**config.mk**
```make
export PLATFORM = sky130hd
export DESIGN_NAME = key_debounce_autorepeat_flat
export DESIGN_NICKNAME = d
export VERILOG_FILES = /design/src/sv/dka_pkg.sv /design/src/sv/dka_ifs.sv /design/src/sv/dka_cfg.sv /design/src/sv/dka_front.sv /design/src/sv/dka_queue.sv /design/src/sv/dka_back.sv /design/src/sv/key_debounce_autorepeat.sv /design/src/flat_wrapper.sv
export SDC_FILE = /design/constraint.sdc
export NUM_CORES = 1
export LEC_CHECK = 0
export ABC_AREA = 1
export BUFFER_PORTS_ARGS = -buffer_cell sky130_fd_sc_hd__buf_2
export CAP_MARGIN = 25
export CORE_AREA = 2 2 118 177
export DETAILED_ROUTE_END_ITERATION = 16
export DIE_AREA = 0 0 120 179
export GPL_TIMING_DRIVEN = 0
export PLACE_DENSITY = 0.62
export REMOVE_ABC_BUFFERS = 1
export SLEW_MARGIN = 20
export SYNTH_ARGS = -nofsm -noshare
export SYNTH_HDL_FRONTEND = slang
export SYNTH_HIERARCHICAL = 1
export SYNTH_SLANG_ARGS = --single-unit
```
**constraint.sdc**
```tcl
create_clock -name clk -period 6.2 [get_ports clk]
set_input_delay 0 -clock clk [delete_from_list [all_inputs] [get_ports clk]]
set_output_delay 0 -clock clk [all_outputs]
set_load 0.1 [all_outputs]
```
**src/sv/dka_pkg.sv**
```systemverilog
package dka_pkg;

	localparam int REG_W  = 8;
	localparam int ADDR_W = 5;
	localparam int DATA_W = 32;

	typedef enum logic [1:0] {
		EV_PRESS   = 2'd0,
		EV_RELEASE = 2'd1,
		EV_REPEAT  = 2'd2,
		EV_REFRESH = 2'd3
	} ev_kind_t;

	typedef enum logic [2:0] {
		REG_RELEASE_DELAY  = 3'd0,
		REG_AUTOREPEAT_EN  = 3'd1,
		REG_INITIAL_DELAY  = 3'd2,
		REG_REPEAT_PERIOD  = 3'd3,
		REG_REFRESH_EN     = 3'd4,
		REG_REFRESH_PERIOD = 3'd5
	} reg_idx_t;

	localparam logic FUNC_SAMPLE = 1'b0;
	localparam logic FUNC_TICK   = 1'b1;

	localparam logic [REG_W-1:0] RST_RELEASE_DELAY  = 8'd5;
	localparam logic [REG_W-1:0] RST_INITIAL_DELAY  = 8'd50;
	localparam logic [REG_W-1:0] RST_REPEAT_PERIOD  = 8'd10;
	localparam logic [REG_W-1:0] RST_REFRESH_PERIOD = 8'd10;

	typedef struct packed {
		logic [REG_W-1:0] release_delay;
		logic             autorepeat_enable;
		logic [REG_W-1:0] initial_delay;
		logic [REG_W-1:0] repeat_period;
		logic             refresh_enable;
		logic [REG_W-1:0] refresh_period;
	} cfg_t;

endpackage

```
**src/sv/dka_ifs.sv**
```systemverilog
interface key_in_if #(parameter int NUM_KEYS = 4);
	logic                valid;
	logic                ready;
	logic                func;
	logic [NUM_KEYS-1:0] pins_low;

	modport source (output valid, func, pins_low, input ready);
	modport sink (input valid, func, pins_low, output ready);
endinterface

interface key_evt_if #(parameter int NUM_KEYS = 4);
	logic                valid;
	logic                ready;
	logic [1:0]          event_kind;
	logic [NUM_KEYS-1:0] keys_held;
	logic                last;

	modport source (output valid, event_kind, keys_held, last, input ready);
	modport sink (input valid, event_kind, keys_held, last, output ready);
endinterface

```
**src/sv/dka_cfg.sv**
```systemverilog
module dka_cfg
	import dka_pkg::*;
(
	input  logic              clk,
	input  logic              arst_n,
	input  logic              psel,
	input  logic              penable,
	input  logic              pwrite,
	input  logic [ADDR_W-1:0] paddr,
	input  logic [DATA_W-1:0] pwdata,
	output logic [DATA_W-1:0] prdata,
	output logic              pready,
	output cfg_t              cfg
);

	cfg_t     cfg_q;
	reg_idx_t idx;
	logic     wr;

	assign idx    = reg_idx_t'(paddr[ADDR_W-1:2]);
	assign wr     = psel && penable && pwrite;
	assign pready = 1'b1;
	assign cfg    = cfg_q;

	always_ff @(posedge clk or negedge arst_n) begin
		if (!arst_n) begin
			cfg_q.release_delay     <= RST_RELEASE_DELAY;
			cfg_q.autorepeat_enable <= 1'b0;
			cfg_q.initial_delay     <= RST_INITIAL_DELAY;
			cfg_q.repeat_period     <= RST_REPEAT_PERIOD;
			cfg_q.refresh_enable    <= 1'b0;
			cfg_q.refresh_period    <= RST_REFRESH_PERIOD;
		end else if (wr) begin
			case (idx)
				REG_RELEASE_DELAY:  cfg_q.release_delay     <= pwdata[REG_W-1:0];
				REG_AUTOREPEAT_EN:  cfg_q.autorepeat_enable <= pwdata[0];
				REG_INITIAL_DELAY:  cfg_q.initial_delay     <= pwdata[REG_W-1:0];
				REG_REPEAT_PERIOD:  cfg_q.repeat_period     <= pwdata[REG_W-1:0];
				REG_REFRESH_EN:     cfg_q.refresh_enable    <= pwdata[0];
				REG_REFRESH_PERIOD: cfg_q.refresh_period    <= pwdata[REG_W-1:0];
				default: ;
			endcase
		end
	end

	always_comb begin
		case (idx)
			REG_RELEASE_DELAY:  prdata = DATA_W'(cfg_q.release_delay);
			REG_AUTOREPEAT_EN:  prdata = DATA_W'(cfg_q.autorepeat_enable);
			REG_INITIAL_DELAY:  prdata = DATA_W'(cfg_q.initial_delay);
			REG_REPEAT_PERIOD:  prdata = DATA_W'(cfg_q.repeat_period);
			REG_REFRESH_EN:     prdata = DATA_W'(cfg_q.refresh_enable);
			REG_REFRESH_PERIOD: prdata = DATA_W'(cfg_q.refresh_period);
			default:            prdata = '0;
		endcase
	end

endmodule

```
**src/sv/dka_front.sv**
```systemverilog
module dka_front
	import dka_pkg::*;
#(
	parameter int NUM_KEYS   = 4,
	parameter int COUNT_BITS = 8
) (
	input  logic                clk,
	input  logic                arst_n,
	key_in_if.sink              keys,
	input  cfg_t                cfg,
	input  logic                full,
	output logic                push,
	output logic                push_func,
	output logic [NUM_KEYS-1:0] push_mask,
	output logic [NUM_KEYS-1:0] push_flags,
	output logic                push_rep,
	output logic                push_ref
);

	localparam int CMP_W = (COUNT_BITS > REG_W) ? COUNT_BITS : REG_W;

	logic [NUM_KEYS-1:0]   held_q, held_n;
	logic [COUNT_BITS-1:0] cd_q [NUM_KEYS];
	logic [COUNT_BITS-1:0] cd_n [NUM_KEYS];
	logic                  armed_q, armed_n;
	logic [COUNT_BITS-1:0] rc_q, rc_n, rc_dec;
	logic [COUNT_BITS-1:0] rf_q, rf_n, rf_inc;
	logic [CMP_W-1:0]      rf_cmp;
	logic [NUM_KEYS-1:0]   flags, pressed;
	logic                  rep, rfe, acc;

	assign keys.ready = !full;
	assign acc        = keys.valid && !full;
	assign pressed    = ~keys.pins_low;

	always_comb begin
		held_n  = held_q;
		cd_n    = cd_q;
		armed_n = armed_q;
		rc_n    = rc_q;
		rf_n    = rf_q;
		flags   = '0;
		rep     = 1'b0;
		rfe     = 1'b0;
		rc_dec  = rc_q - 1'b1;
		rf_inc  = rf_q + 1'b1;
		rf_cmp  = CMP_W'(rf_inc);
		if (keys.func == FUNC_SAMPLE) begin
			for (int i = 0; i < NUM_KEYS; i++) begin
				if (pressed[i] != held_q[i]) begin
					if (!held_q[i]) begin
						held_n[i] = 1'b1;
						cd_n[i]   = '0;
						flags[i]  = 1'b1;
					end else begin
						cd_n[i] = COUNT_BITS'(cfg.release_delay);
					end
				end else begin
					cd_n[i] = '0;
				end
			end
			if ((|flags) && cfg.autorepeat_enable) begin
				armed_n = 1'b1;
				rc_n    = COUNT_BITS'(cfg.initial_delay);
			end
		end else begin
			for (int i = 0; i < NUM_KEYS; i++) begin
				if (cd_q[i] != '0) begin
					cd_n[i] = cd_q[i] - 1'b1;
					if (cd_q[i] == COUNT_BITS'(1)) begin
						held_n[i] = 1'b0;
						flags[i]  = 1'b1;
					end
				end
			end
			// any release drops autorepeat before the repeat timer runs
			if (|flags)
				armed_n = 1'b0;
			if (armed_n && cfg.autorepeat_enable) begin
				if (rc_dec == '0) begin
					rc_n = COUNT_BITS'(cfg.repeat_period);
					rep  = 1'b1;
				end else begin
					rc_n = rc_dec;
				end
			end
			if (cfg.refresh_enable) begin
				if (rf_cmp >= CMP_W'(cfg.refresh_period)) begin
					rf_n = '0;
					rfe  = 1'b1;
				end else begin
					rf_n = rf_inc;
				end
			end
		end
	end

	always_ff @(posedge clk or negedge arst_n) begin
		if (!arst_n) begin
			held_q  <= '0;
			armed_q <= 1'b0;
			rc_q    <= '0;
			rf_q    <= '0;
			for (int i = 0; i < NUM_KEYS; i++)
				cd_q[i] <= '0;
		end else if (acc) begin
			held_q  <= held_n;
			armed_q <= armed_n;
			rc_q    <= rc_n;
			rf_q    <= rf_n;
			cd_q    <= cd_n;
		end
	end

	// mask before the word is what the back end starts its walk from
	assign push       = acc && ((|flags) || rep || rfe);
	assign push_func  = keys.func;
	assign push_mask  = held_q;
	assign push_flags = flags;
	assign push_rep   = rep;
	assign push_ref   = rfe;

	a_release_disarms: assert property (@(posedge clk) disable iff (!arst_n)
		acc && keys.func == FUNC_TICK && (|flags) |=> !armed_q)
		else $error("release did not disarm autorepeat");

	a_held_consistent: assert property (@(posedge clk) disable iff (!arst_n)
		acc && keys.func == FUNC_SAMPLE |=> ((held_q & ~$past(held_q)) == $past(flags)))
		else $error("held mask change does not match press flags");

	a_no_push_full: assert property (@(posedge clk) disable iff (!arst_n)
		full |-> !push)
		else $error("push while queue full");

endmodule

```
**src/sv/dka_queue.sv**
```systemverilog
module dka_queue #(
	parameter int WIDTH = 8
) (
	input  logic             clk,
	input  logic             arst_n,
	input  logic             push,
	input  logic [WIDTH-1:0] wdata,
	input  logic             pop,
	output logic [WIDTH-1:0] rdata,
	output logic             full,
	output logic             empty
);

	localparam int DEPTH = 2;
	localparam int AW    = $clog2(DEPTH);

	logic [WIDTH-1:0] mem [DEPTH];
	logic [AW-1:0]    wp_q, rp_q;
	logic [AW:0]      cnt_q;

	assign full  = (cnt_q == (AW+1)'(DEPTH));
	assign empty = (cnt_q == '0);
	assign rdata = mem[rp_q];

	always_ff @(posedge clk) begin
		if (push)
			mem[wp_q] <= wdata;
	end

	always_ff @(posedge clk or negedge arst_n) begin
		if (!arst_n) begin
			wp_q  <= '0;
			rp_q  <= '0;
			cnt_q <= '0;
		end else begin
			if (push)
				wp_q <= (wp_q == AW'(DEPTH - 1)) ? '0 : wp_q + 1'b1;
			if (pop)
				rp_q <= (rp_q == AW'(DEPTH - 1)) ? '0 : rp_q + 1'b1;
			case ({push, pop})
				2'b10:   cnt_q <= cnt_q + 1'b1;
				2'b01:   cnt_q <= cnt_q - 1'b1;
				default: cnt_q <= cnt_q;
			endcase
		end
	end

	a_no_overflow: assert property (@(posedge clk) disable iff (!arst_n)
		push |-> !full)
		else $error("queue overflow");

	a_no_underflow: assert property (@(posedge clk) disable iff (!arst_n)
		pop |-> !empty)
		else $error("queue underflow");

endmodule

```
**src/sv/dka_back.sv**
```systemverilog
module dka_back
	import dka_pkg::*;
#(
	parameter int NUM_KEYS = 4
) (
	input  logic                clk,
	input  logic                arst_n,
	input  logic                empty,
	input  logic                word_func,
	input  logic [NUM_KEYS-1:0] word_mask,
	input  logic [NUM_KEYS-1:0] word_flags,
	input  logic                word_rep,
	input  logic                word_ref,
	output logic                pop,
	key_evt_if.source           events
);

	logic                busy_q, rel_q, rep_q, ref_q;
	logic [NUM_KEYS-1:0] mask_q, flags_q, low, rem;
	logic                is_key, last, fire;
	ev_kind_t            kind;

	assign low    = flags_q & (~flags_q + 1'b1);
	assign rem    = flags_q & ~low;
	assign is_key = |flags_q;
	assign fire   = busy_q && events.ready;

	always_comb begin
		if (is_key) begin
			kind = rel_q ? EV_RELEASE : EV_PRESS;
			last = (rem == '0) && !rep_q && !ref_q;
		end else if (rep_q) begin
			kind = EV_REPEAT;
			last = !ref_q;
		end else begin
			kind = EV_REFRESH;
			last = 1'b1;
		end
	end

	assign events.valid      = busy_q;
	assign events.event_kind = kind;
	assign events.keys_held  = mask_q ^ low;
	assign events.last       = last;

	assign pop = !empty && (!busy_q || (fire && last));

	always_ff @(posedge clk or negedge arst_n) begin
		if (!arst_n) begin
			busy_q  <= 1'b0;
			rel_q   <= 1'b0;
			rep_q   <= 1'b0;
			ref_q   <= 1'b0;
			mask_q  <= '0;
			flags_q <= '0;
		end else if (pop) begin
			busy_q  <= 1'b1;
			rel_q   <= (word_func == FUNC_TICK);
			rep_q   <= word_rep;
			ref_q   <= word_ref;
			mask_q  <= word_mask;
			flags_q <= word_flags;
		end else if (fire) begin
			if (last)
				busy_q <= 1'b0;
			if (is_key) begin
				flags_q <= rem;
				mask_q  <= mask_q ^ low;
			end else if (rep_q) begin
				rep_q <= 1'b0;
			end else begin
				ref_q <= 1'b0;
			end
		end
	end

	a_busy_has_event: assert property (@(posedge clk) disable iff (!arst_n)
		busy_q |-> (is_key || rep_q || ref_q))
		else $error("active word holds no event");

	a_last_frees: assert property (@(posedge clk) disable iff (!arst_n)
		fire && last && empty |=> !busy_q)
		else $error("back end still busy after last event");

endmodule

```
**src/sv/key_debounce_autorepeat.sv**
```systemverilog
// Four-key (NUM_KEYS) debouncer with autorepeat and a refresh divider.
// keys:   input words, func 0 = pin sample (pins_low active low), 1 = timer tick.
// events: result words, event_kind 0 press, 1 release, 2 repeat, 3 refresh,
//         keys_held = qualified mask after that event, last marks the final
//         event caused by one input word. Words that cause no event give none.
// APB port: six registers at byte address 4*i, writes take effect on the
//   access cycle; write only while no events are outstanding.
// Throughput: the front end takes one input word per cycle while its two-entry
//   queue has room; the back end sends one event per cycle while events.ready is
//   high; a word with k events holds the back end until all k are taken (k up to
//   NUM_KEYS + 1, since a release suppresses the repeat on the same tick).
// With the queue and back end idle, an accepted word is written into the queue and
//   then loaded into the back-end word register, which makes its first event valid.
// Reset clears held keys, countdowns, autorepeat and refresh counters and
//   loads register defaults. A stalled events.ready holds the current event;
//   input is still accepted until the queue fills, then keys.ready drops.
module key_debounce_autorepeat
	import dka_pkg::*;
#(
	parameter int NUM_KEYS   = 4,
	parameter int COUNT_BITS = 8
) (
	input  logic              clk,
	input  logic              arst_n,
	key_in_if.sink            keys,
	key_evt_if.source         events,
	input  logic              psel,
	input  logic              penable,
	input  logic              pwrite,
	input  logic [ADDR_W-1:0] paddr,
	input  logic [DATA_W-1:0] pwdata,
	output logic [DATA_W-1:0] prdata,
	output logic              pready
);

	localparam int WORD_W = 1 + 2 * NUM_KEYS + 2;

	cfg_t                cfg;
	logic                full, empty, push, pop;
	logic                push_func, push_rep, push_ref;
	logic [NUM_KEYS-1:0] push_mask, push_flags;
	logic [WORD_W-1:0]   wdata, rdata;

	dka_cfg u_cfg (
		.clk     (clk),
		.arst_n  (arst_n),
		.psel    (psel),
		.penable (penable),
		.pwrite  (pwrite),
		.paddr   (paddr),
		.pwdata  (pwdata),
		.prdata  (prdata),
		.pready  (pready),
		.cfg     (cfg)
	);

	dka_front #(
		.NUM_KEYS   (NUM_KEYS),
		.COUNT_BITS (COUNT_BITS)
	) u_front (
		.clk        (clk),
		.arst_n     (arst_n),
		.keys       (keys),
		.cfg        (cfg),
		.full       (full),
		.push       (push),
		.push_func  (push_func),
		.push_mask  (push_mask),
		.push_flags (push_flags),
		.push_rep   (push_rep),
		.push_ref   (push_ref)
	);

	assign wdata = {push_func, push_mask, push_flags, push_rep, push_ref};

	dka_queue #(
		.WIDTH (WORD_W)
	) u_queue (
		.clk    (clk),
		.arst_n (arst_n),
		.push   (push),
		.wdata  (wdata),
		.pop    (pop),
		.rdata  (rdata),
		.full   (full),
		.empty  (empty)
	);

	dka_back #(
		.NUM_KEYS (NUM_KEYS)
	) u_back (
		.clk        (clk),
		.arst_n     (arst_n),
		.empty      (empty),
		.word_func  (rdata[WORD_W-1]),
		.word_mask  (rdata[WORD_W-2 -: NUM_KEYS]),
		.word_flags (rdata[NUM_KEYS+1 -: NUM_KEYS]),
		.word_rep   (rdata[1]),
		.word_ref   (rdata[0]),
		.pop        (pop),
		.events     (events)
	);

endmodule
```
**src/flat_wrapper.sv**
```systemverilog
// flat-port wrapper written by rule: the top's interface ports become plain ports
module key_debounce_autorepeat_flat import dka_pkg::*;
#(
	parameter int NUM_KEYS   = 4,
	parameter int COUNT_BITS = 8
)
  (clk, arst_n, psel, penable, pwrite, paddr, pwdata, prdata, pready, keys_valid, keys_func, keys_pins_low, keys_ready, events_valid, events_event_kind, events_keys_held, events_last, events_ready);
  key_in_if #(.NUM_KEYS(NUM_KEYS)) keys_i ();
  key_evt_if #(.NUM_KEYS(NUM_KEYS)) events_i ();
  input  logic clk;
  input  logic arst_n;
  input  logic psel;
  input  logic penable;
  input  logic pwrite;
  input  logic [ADDR_W-1:0] paddr;
  input  logic [DATA_W-1:0] pwdata;
  output logic [DATA_W-1:0] prdata;
  output logic pready;
  input wire logic [$bits(keys_i.valid)-1:0] keys_valid;
  input wire logic [$bits(keys_i.func)-1:0] keys_func;
  input wire logic [$bits(keys_i.pins_low)-1:0] keys_pins_low;
  output wire logic [$bits(keys_i.ready)-1:0] keys_ready;
  output wire logic [$bits(events_i.valid)-1:0] events_valid;
  output wire logic [$bits(events_i.event_kind)-1:0] events_event_kind;
  output wire logic [$bits(events_i.keys_held)-1:0] events_keys_held;
  output wire logic [$bits(events_i.last)-1:0] events_last;
  input wire logic [$bits(events_i.ready)-1:0] events_ready;
  assign keys_i.valid = keys_valid;
  assign keys_i.func = keys_func;
  assign keys_i.pins_low = keys_pins_low;
  assign keys_ready = keys_i.ready;
  assign events_valid = events_i.valid;
  assign events_event_kind = events_i.event_kind;
  assign events_keys_held = events_i.keys_held;
  assign events_last = events_i.last;
  assign events_i.ready = events_ready;
  key_debounce_autorepeat #(.NUM_KEYS(NUM_KEYS), .COUNT_BITS(COUNT_BITS)) u_core (.clk(clk), .arst_n(arst_n), .keys(keys_i), .events(events_i), .psel(psel), .penable(penable), .pwrite(pwrite), .paddr(paddr), .pwdata(pwdata), .prdata(prdata), .pready(pready));
endmodule
```
==> results of run 1 <==
critical path: cells and delay by family (launching register included):
kind          cells  cell delay [ps]
flops             1              390
fa+ha+maj         1              290
xor+xnor          1              160
buf+inv           4              480
simple gates     12             1590
cell type report:
cell class | instances | area [um^2] | share of cell area (%)
multi-input cells | 686 | 3650 | 41.5
well taps | 264 | 330 | 3.75
flip-flops and latches | 125 | 3250 | 36.9
clock inverters | 15 | 98.8 | 1.12
inverters | 175 | 673 | 7.65
clock buffers | 17 | 425 | 4.83
repair buffers | 55 | 377 | 4.28
final timing paths:
path	from	end	slack [ps]
setup / recovery	u_core/u_front/rf_q[2]	u_core/u_queue/mem[0][7]	2980
hold / removal	arst_n	u_core/u_cfg/cfg[24]	20
setup reg to reg	u_core/u_front/rf_q[2]	u_core/u_queue/mem[0][7]	2980
hold reg to reg	u_core/u_front/push_mask[2]	u_core/u_queue/mem[1][8]	480
max in group asynchronous	arst_n	u_core/u_cfg/cfg[26]	5480
min in group clk	keys_pins_low[2]	u_core/u_front/push_mask[2]	70
cell families after synthesis:
logic type | after synthesis
AO/OA/AOI/OAI | 179
other | 2
adder cells (fa/ha/maj) | 28
AND/OR/NAND/NOR | 433
flip-flops | 125
buffers and inverters | 223
XOR/XNOR | 21
cells in the final DEF (no fill, tap or decap), drive strengths merged, types with 9 or more instances in the layout:
cell,n
nand2,245
inv,175
o21ai,102
dfrtp,94
nor2,85
nand3,76
a21oi,41
buf,41
ha,28
conb,25
edfxtp,22
o22ai,19
clkbuf,17
nand4,15
dlygate4sd3,14
xor2,14
nor3,10
clkinv,10
dfstp,9
through the flow:
step	power [uW]	std cells	setup WS (ps)	cell area (um^2)
floorplan	3040	986	3310	7570
global placement	3440	1289	2700	8100
detailed placement	3490	1290	2660	8130
CTS	4400	1336	2630	8800
global route	4730	1337	2600	8800
finish	4370	1337	2980	8800
timing repair:
item / CTS / global route
buffers inserted: 0 / 0
hold endpoints to repair: 135 / 0
hold buffers: 14 / 0
sequential cells by signal (all words and copies together) (netlist names):
register                    count
u_core/u_cfg/cfg               34
u_core/u_front/cd_q            32
u_core/u_queue/mem             22
u_core/u_front/rc_q             8
u_core/u_front/rf_q             8
u_core/u_back/flags_q           4
u_core/u_back/mask_q            4
u_core/u_front/push_mask        4
u_core/u_queue/cnt_q            2
u_core/u_back/events.valid      1
u_core/u_back/ref_q             1
u_core/u_back/rel_q             1
u_core/u_back/rep_q             1
u_core/u_front/armed_q          1
u_core/u_queue/rp_q             1
u_core/u_queue/wp_q             1
report_power, final:
group / switching (uW) / internal, uW / leakage [uW]
clock: 383 / 506 / 0.000244
combinational: 1510 / 612 / 0.00272
sequential: 241 / 1130 / 0.00144
routing by layer:
metal  up-vias  part of all wire, %
met2       125                   54
met1      3010                   41
met4         0                  2.5
met3        30                  3.0
li1       3304                    -
met5         -                    0
==> results.yml, run 1 <==
synth:
  yosysMostFrequentCell: "nand2_1"
  synth_area_leader_cell: "dfrtp_1"
  synth.top_cells.by_count: "nand2_1 (232), inv_1 (154), dfrtp_1 (94)"
  synth_top_area_share_pct: 30.0
  synth_top_family_by_area: "simple AND/OR/NAND/NOR gates"
  yosysUniqueCellTypes: 49
  synth_xor_area_share_pct: 2.34
  synth_area_mm2: 0.00785
  synth-compound-area-share_pct: 12.7
  yosys_register_bits: 125
  synth_ff_type: "dfrtp_1"
  synth_cells: 1011
  synth_edf_count: 22
  ys_top_cells_by_area: "dfrtp_1 (30%), nand2_1 (11%), edfxtp_1 (8.4%)"
  syn_avg_cell_area_um2: 7.76
  ys_warn_count: 6
  async_reset_ff_share_pct: 82.4
  synth_fa_ha_area_share_pct: 4.47
  synth.area.mux_share_pct: 0
  synthSimpleGateAreaFrac_pct: 25.8
  synth_seq_area_share_pct: 41.4
setup_path:
  arrival_ps: 3350
  startpoint_type: "register"
  cpMaxStageDelayCell: "dfrtp_1"
  crit_fanout: 8
  crit_type: "register to register"
  crit_chain: "inv_2, nor3_2, nand3_1, nor2_1, nand2_1, xor2_1, ha_1, nand2_1, nor2_1, nand4_1, nand3_1, nand2_1, nand3_1, nand2_1, inv_1, inv_1, nor2_1, buf_4"
  setup.worst_path.end_class: "register"
  cpMostUsedCell: "nand2_1"
  critPathRequiredTime_ps: 6330
  reg2regPathDepth: 18
  slowest_delay_ps: 390
finish:
  area_delta_synth_final_pct: 12.2
  diodes: 0
  fill_cells: 2065
  drive_gt1_share_pct: 13.7
  final_util_pct: 43.8
  nets: 1137
detailed_routing:
  drt-initial-drc-count: 308
  ant_nets: 0
  first_pass_iters: 5
  viasPerCell: 4.84
  post_drt_wl_per_cell_um: 13.4
  finalWirelength_um: 17900
  drc: 0
  vias: 6469
status:
  status: "finished clean"
global_routing:
  grt.busiest_layer: "met2"
  grt_overflow_total: 0
  gr-usage-met2_pct: 33.1
  grt_usage_pct: 17.5
  grt_use_met3_pct: 3.18
  antenna_found_initial: 0
  grt_pass1_vias: 6327
  met1_usage_pct: 19.0
  grt_max_degree: 77
  grt_pass1_wl_um: 29800
die:
  initial_core_util_pct: 39.0
  die_area_mm2: 0.0215
  fp.dieH_um: 179
  rows: 64
  core-area_mm2: 0.0201
  io_pins: 91
  die_width_um: 120
clocking:
  clk_pin_slew_ps: 60
  cts_buffers: 17
  cts_tree: "built"
  cts.sinks: 125
  insertion_delay_ps: 420
  cts.path.max_buffers: 2
  cts_resized: 0
  htree_levels: 4
  root_buffer: "clkbuf_16"
place:
  finalWeightedCongestion: 0.807
  place_hpwl_um: 13100
  portBuffers: 39
sta:
  holdWs_ps: 19.6
  tightest_slew_ps: 1040
  finalCritPeriodShare_pct: 51.9
  max_slew_margin_pct: 30.3
  fmax_mhz: 311
  drv_slew: 0
  final_hold_viol_count: 0
  finClkSkew_ps: 9.64
  rsz0062_at_grt: "no"
  setup_tns_ps: 0
  setup_viol: 0
  finalCriticalPeriod_ps: 3220
hold_path:
  hold_path_class: "input port to async pin"
power_and_ir_drop:
  power_density_mw_per_mm2: 497
  ir_drop_v: 0.000244
  leakage_uw: 0.00440
job:
  maxCapViolCount: 0
Note: power is estimated with default switching activity, not from simulation.
==> run 2: changes to the inputs <==
Settings changed: PLACE_DENSITY 0.62 to 0.65.
Clock period 6.2 ns to 2.8 ns, I/O delays scaled along.
==> run 2 against run 1 <==
Compared with the run above: combinational power grew 130%; first-iteration DRC count grew 37%; cell count grew 0.82%; global-route usage grew 0.47 points; sequential power grew 120%; clock power grew 140%; flip-flop and latch count is the same; clock-buffer cell count grew 9; routed wire length grew 3.3%; utilization grew 1.5 points; sequential share of layout area shrank 1.2 points; register-to-register slack lost 2900 ps; critical path type unchanged; critical endpoint is now u_core/u_queue/mem[0][3].
==> results.yml, run 2 (synthesis gave the netlist of run 1 again) <==
die:
  io_pins: 91
  die_width_um: 120
  initial_core_util_pct: 39.0
  fp.dieH_um: 179
  die_area_mm2: 0.0215
  core-area_mm2: 0.0201
  rows: 64
global_routing:
  grt_use_met3_pct: 3.05
  grt_usage_pct: 18.0
  grt_max_degree: 74
  antenna_found_initial: 0
  met1_usage_pct: 19.3
  grt.busiest_layer: "met2"
  grt_pass1_wl_um: 30500
  grt_overflow_total: 0
  gr-usage-met2_pct: 33.8
  grt_pass1_vias: 6358
sta:
  setup_viol: 0
  finalCritPeriodShare_pct: 98.9
  finalCriticalPeriod_ps: 2770
  final_hold_viol_count: 0
  rsz0062_at_grt: "yes"
  holdWs_ps: 29.7
  finClkSkew_ps: 13.9
  max_slew_margin_pct: 45.7
  tightest_slew_ps: 811
  drv_slew: 0
  fmax_mhz: 361
finish:
  final_common_cell: "nand2_1"
  area_delta_synth_final_pct: 16.0
  fill_cells: 2024
  largest_reg_flops: 34
  final_util_pct: 45.3
  nets: 1148
  layout_common_cells: "nand2_1 (227), inv_1 (147), dfrtp_1 (94)"
  diodes: 0
  drive_gt1_share_pct: 16.7
power_and_ir_drop:
  ir_drop_v: 0.000585
  leakage_uw: 0.00452
  power_uw: 10100
  power_density_mw_per_mm2: 1110
setup_path:
  slowest_delay_ps: 370
  setup.worst_path.end_class: "register"
  arrival_ps: 2900
  reg2regPathDepth: 18
  critPathRequiredTime_ps: 2930
  crit_chain: "inv_2, nor3_4, nand3_2, nor2_2, nand2_2, xor2_2, ha_1, nand2_2, nor2_2, nand4_1, nand3_2, nand2_4, nand3_2, nand2_2, inv_2, inv_4, nor2_4, buf_12"
  cpMaxStageDelayCell: "dfrtp_1"
  crit_type: "register to register"
  startpoint_type: "register"
  crit_fanout: 11
detailed_routing:
  first_pass_iters: 6
  post_drt_wl_per_cell_um: 13.7
  finalWirelength_um: 18500
  vias: 6575
  ant_nets: 0
  drc: 0
  drt-initial-drc-count: 422
  viasPerCell: 4.88
hold_path:
  hold_path_class: "input port to async pin"
clocking:
  cts.sinks: 125
  insertion_delay_ps: 420
  clk_pin_slew_ps: 60
  cts_buffers: 17
  cts_tree: "built"
  cts.path.max_buffers: 2
  htree_levels: 4
  root_buffer: "clkbuf_16"
place:
  finalWeightedCongestion: 0.834
  portBuffers: 39
  place_hpwl_um: 13100
job:
  maxCapViolCount: 0
status:
  status: "finished clean"
run 2: critical path: cells and delay by family (launching register included):
kind	cells	cell delay [ps]
AND/OR/NAND/NOR	12	1280
flip-flops	1	370
buffers and inverters	4	350
adder cells (fa/ha/maj)	1	310
XOR/XNOR	1	160
run 2: metal layers:
layer / routed length (um) / up-vias
met5: 0 / -
met4: 608 / 0
met3: 616 / 35
met2: 10100 / 145
met1: 7170 / 3072
li1: - / 3323
run 2: layout make-up:
| class | instances | area [um^2] | area share [%] |
|---|---|---|---|
| multi-input cells | 686 | 3780 | 41.6 |
| flip-flops and latches | 125 | 3250 | 35.7 |
| inverters | 175 | 679 | 7.46 |
| clock buffers | 26 | 512 | 5.62 |
| repair buffers | 65 | 484 | 5.32 |
| well taps | 264 | 330 | 3.63 |
| clock inverters | 6 | 57.6 | 0.632 |
| repair inverters | 1 | 7.51 | 0.0825 |
run 2: worst paths after layout:
path	from	end	slack, ps
max	u_core/u_front/rf_q[2]	u_core/u_queue/mem[0][3]	30
min	arst_n	u_core/u_cfg/cfg[20]	30
max reg2reg	u_core/u_front/rf_q[2]	u_core/u_queue/mem[0][3]	30
min reg2reg	u_core/u_front/push_mask[2]	u_core/u_queue/mem[0][8]	470
max in group asynchronous	arst_n	u_core/u_cfg/cfg[10]	2070
min in group clk	keys_pins_low[2]	u_core/u_front/push_mask[2]	70
run 2: power breakdown:
group	switching [uW]	leakage, uW	internal (uW)
clock	783	0.000278	1340
sequential	547	0.00144	2490
combinational	3480	0.00281	1500
run 2: timing repair:
| action | in CTS | in global routing |
|---|---|---|
| hold buffers | 14 | 0 |
| endpoints found under the hold margin | 130 | 0 |
| setup endpoints to repair | 24 | 24 |
| cloned | 1 | 0 |
| buffers inserted | 8 | 2 |
| resized for setup | 15 | 19 |
| pin swaps | 7 | 15 |
run 2: through the flow:
step	setup TNS (ps)	cells	instance area [um^2]	worst slack [ps]
floorplan	-1030	986	7570	-93.4
global placement	-10840	1289	8100	-675
detailed placement	-11430	1290	8130	-714
CTS	0	1345	8970	11.0
global route	-2280	1348	9100	-146
finish	0	1348	9100	31.7
==> run 3: changes to the inputs <==
Settings changed: CORE_AREA 2 2 118 177 to 2 2 106 159, DIE_AREA 0 0 120 179 to 0 0 108 161, PLACE_DENSITY 0.65 to 0.74.
Clock period 2.8 ns to 3.1 ns, I/O delays scaled along.
==> run 3 against run 2 <==
Compared with the run above: combinational power is 13% lower; non-clock buffer count is 9 lower; critical path type unchanged; utilization is 10 points higher; largest power group unchanged.
==> results.yml, run 3 (synthesis gave the netlist of run 1 again) <==
setup_path:
  reg2regPathDepth: 20
  arrival_ps: 3140
  setup.worst_path.end_class: "register"
  startpoint_type: "register"
  critPathRequiredTime_ps: 3400
  crit_fanout: 3
  endpoint: "u_core/u_queue/cnt_q[1]"
  startpoint: "u_core/u_front/rf_q[1]"
  reg2reg_to: "u_core/u_queue/cnt_q[1]"
  r2r_start: "u_core/u_front/rf_q[1]"
  r2r_slack_ps: 260
  crit_type: "register to register"
detailed_routing:
  finalWirelength_um: 17700
  viasPerCell: 5.17
  post_drt_wl_per_cell_um: 13.8
  first_pass_iters: 5
  drt-initial-drc-count: 410
  ant_nets: 0
  vias: 6614
  drc: 0
finish:
  stdcell_area_mm2: 0.00890
  nets: 1138
  multi_input_area_mm2: 0.00369
  layout_common_cells: "nand2_1 (231), inv_1 (151), dfrtp_1 (94)"
  ff_latch_area_mm2: 0.00325
  area_delta_synth_final_pct: 13.4
  fill_cells: 1493
  largest_reg_flops: 34
  final_util_pct: 55.4
  diodes: 0
  final_cells: 1280
  final_common_cell: "nand2_1"
  drive_gt1_share_pct: 14.9
clocking:
  root_buffer: "clkbuf_16"
  cts_buffers: 17
  htree_levels: 4
  cts.path.max_buffers: 2
  cts_tree: "built"
  cts.sinks: 125
  insertion_delay_ps: 420
  clk_pin_slew_ps: 60
place:
  place_hpwl_um: 12800
  placed_area_mm2: 0.00806
  dp.cells: 1232
  portBuffers: 39
  finalWeightedCongestion: 0.854
power_and_ir_drop:
  ir_drop_v: 0.00121
  power_uw: 9110
  power_density_mw_per_mm2: 1020
  leakage_uw: 0.00447
sta:
  rsz0062_at_grt: "no"
  setup_viol: 0
  setup_tns_ps: 0
  fmax_mhz: 352
  tightest_slew_ps: 1020
  max_slew_margin_pct: 31.7
  drv_slew: 0
  finClkSkew_ps: 10.2
  finalCritPeriodShare_pct: 91.6
  finalCriticalPeriod_ps: 2840
  final_hold_viol_count: 0
die:
  fp.dieH_um: 161
  initial_core_util_pct: 48.9
  rows: 57
  die_area_mm2: 0.0174
  io_pins: 91
  core-area_mm2: 0.0160
  die_width_um: 108
job:
  maxCapViolCount: 0
global_routing:
  grt_usage_pct: 21.1
  grt_overflow_total: 0
  grt_pass1_vias: 6182
  antenna_found_initial: 0
  grt_pass1_wl_um: 29100
  grt_max_degree: 75
status:
  status: "finished clean"
hold_path:
  hold_path_class: "input port to async pin"
## run 3: cell types whose count changed in the layout (fill, tap and decap cells not counted), moves of 3 or more
cell	before	now
nand3_1	64	67
nand2_1	227	231
clkbuf_1	6	0
inv_2	22	19
clkbuf_8	1	4
clkinv_2	5	1
clkinv_4	0	3
nand2_2	14	11
inv_1	147	151
buf_4	9	1
## run 3: layout make-up
cell class	count	area share, %
Multi-Input combinational cell	686	41.5
Clock inverter	9	1.07
Timing Repair Buffer	56	4.46
Sequential cell	125	36.5
Clock buffer	23	5.96
Tap cell	206	2.90
Inverter	175	7.61
## run 3: worst min-delay path by stage
stage                                            end  slack, ps  depth (start not counted)
after CTS                     u_core/u_front/rc_q[3]         30                          2
after floorplan           u_core/u_back/events.valid       -300                          0
after global routing          u_core/u_front/rc_q[3]         60                          2
final                     u_core/u_back/events.valid         30                          2
after detailed placement     u_core/u_queue/cnt_q[1]        -90                          1
after global placement          u_core/u_cfg/cfg[10]        260                          3
## run 3: worst max-delay path, cell delays in order (launching register included)
cell and delay [ps]:
dfrtp_1 360, inv_1 80, nor3_4 220, nand3_2 110
nor2_1 100, nand2_1 60, xor2_1 180, ha_1 270
a21oi_1 140, o21a_1 150, nand3_2 100, nand2_2 120
nand3_1 90, nand2_1 110, inv_2 60, inv_2 100
ha_4 220, inv_1 70, nand3_1 70, nand2_1 50
nand2_1 40
## run 3: through the flow
step / hold WS [ps] / setup WS (ps)
finish: 30.5 / 260
global route: 64.1 / 45.8
CTS: 26.8 / 31.4
detailed placement: -94.1 / -347
global placement: 255 / -329
floorplan: -296 / 207
## run 3: report_power, final
| group | internal [uW] | switching, uW |
|---|---|---|
| registers | 2250 | 486 |
| logic | 1260 | 3070 |
| clock network | 1290 | 756 |
| total | 4800 | 4310 |
## run 3: per-layer routing
layer  global-route usage (%)  wire length [um]  vias to the layer above
met3                     3.47               661                       43
met2                     38.1              9530                      178
met5                        0                 0                        -
met1                     23.9              6910                     3078
met4                     10.2               560                        0
li1                         -                 -                     3315
## run 3: what timing repair did
item | CTS | global route
pin swaps | 0 | 2
gates resized for setup | 3 | 8
hold endpoints to repair | 131 | 0
endpoints found under the setup margin | 11 | 24
hold buffers | 14 | 0
buffers inserted | 0 | 2
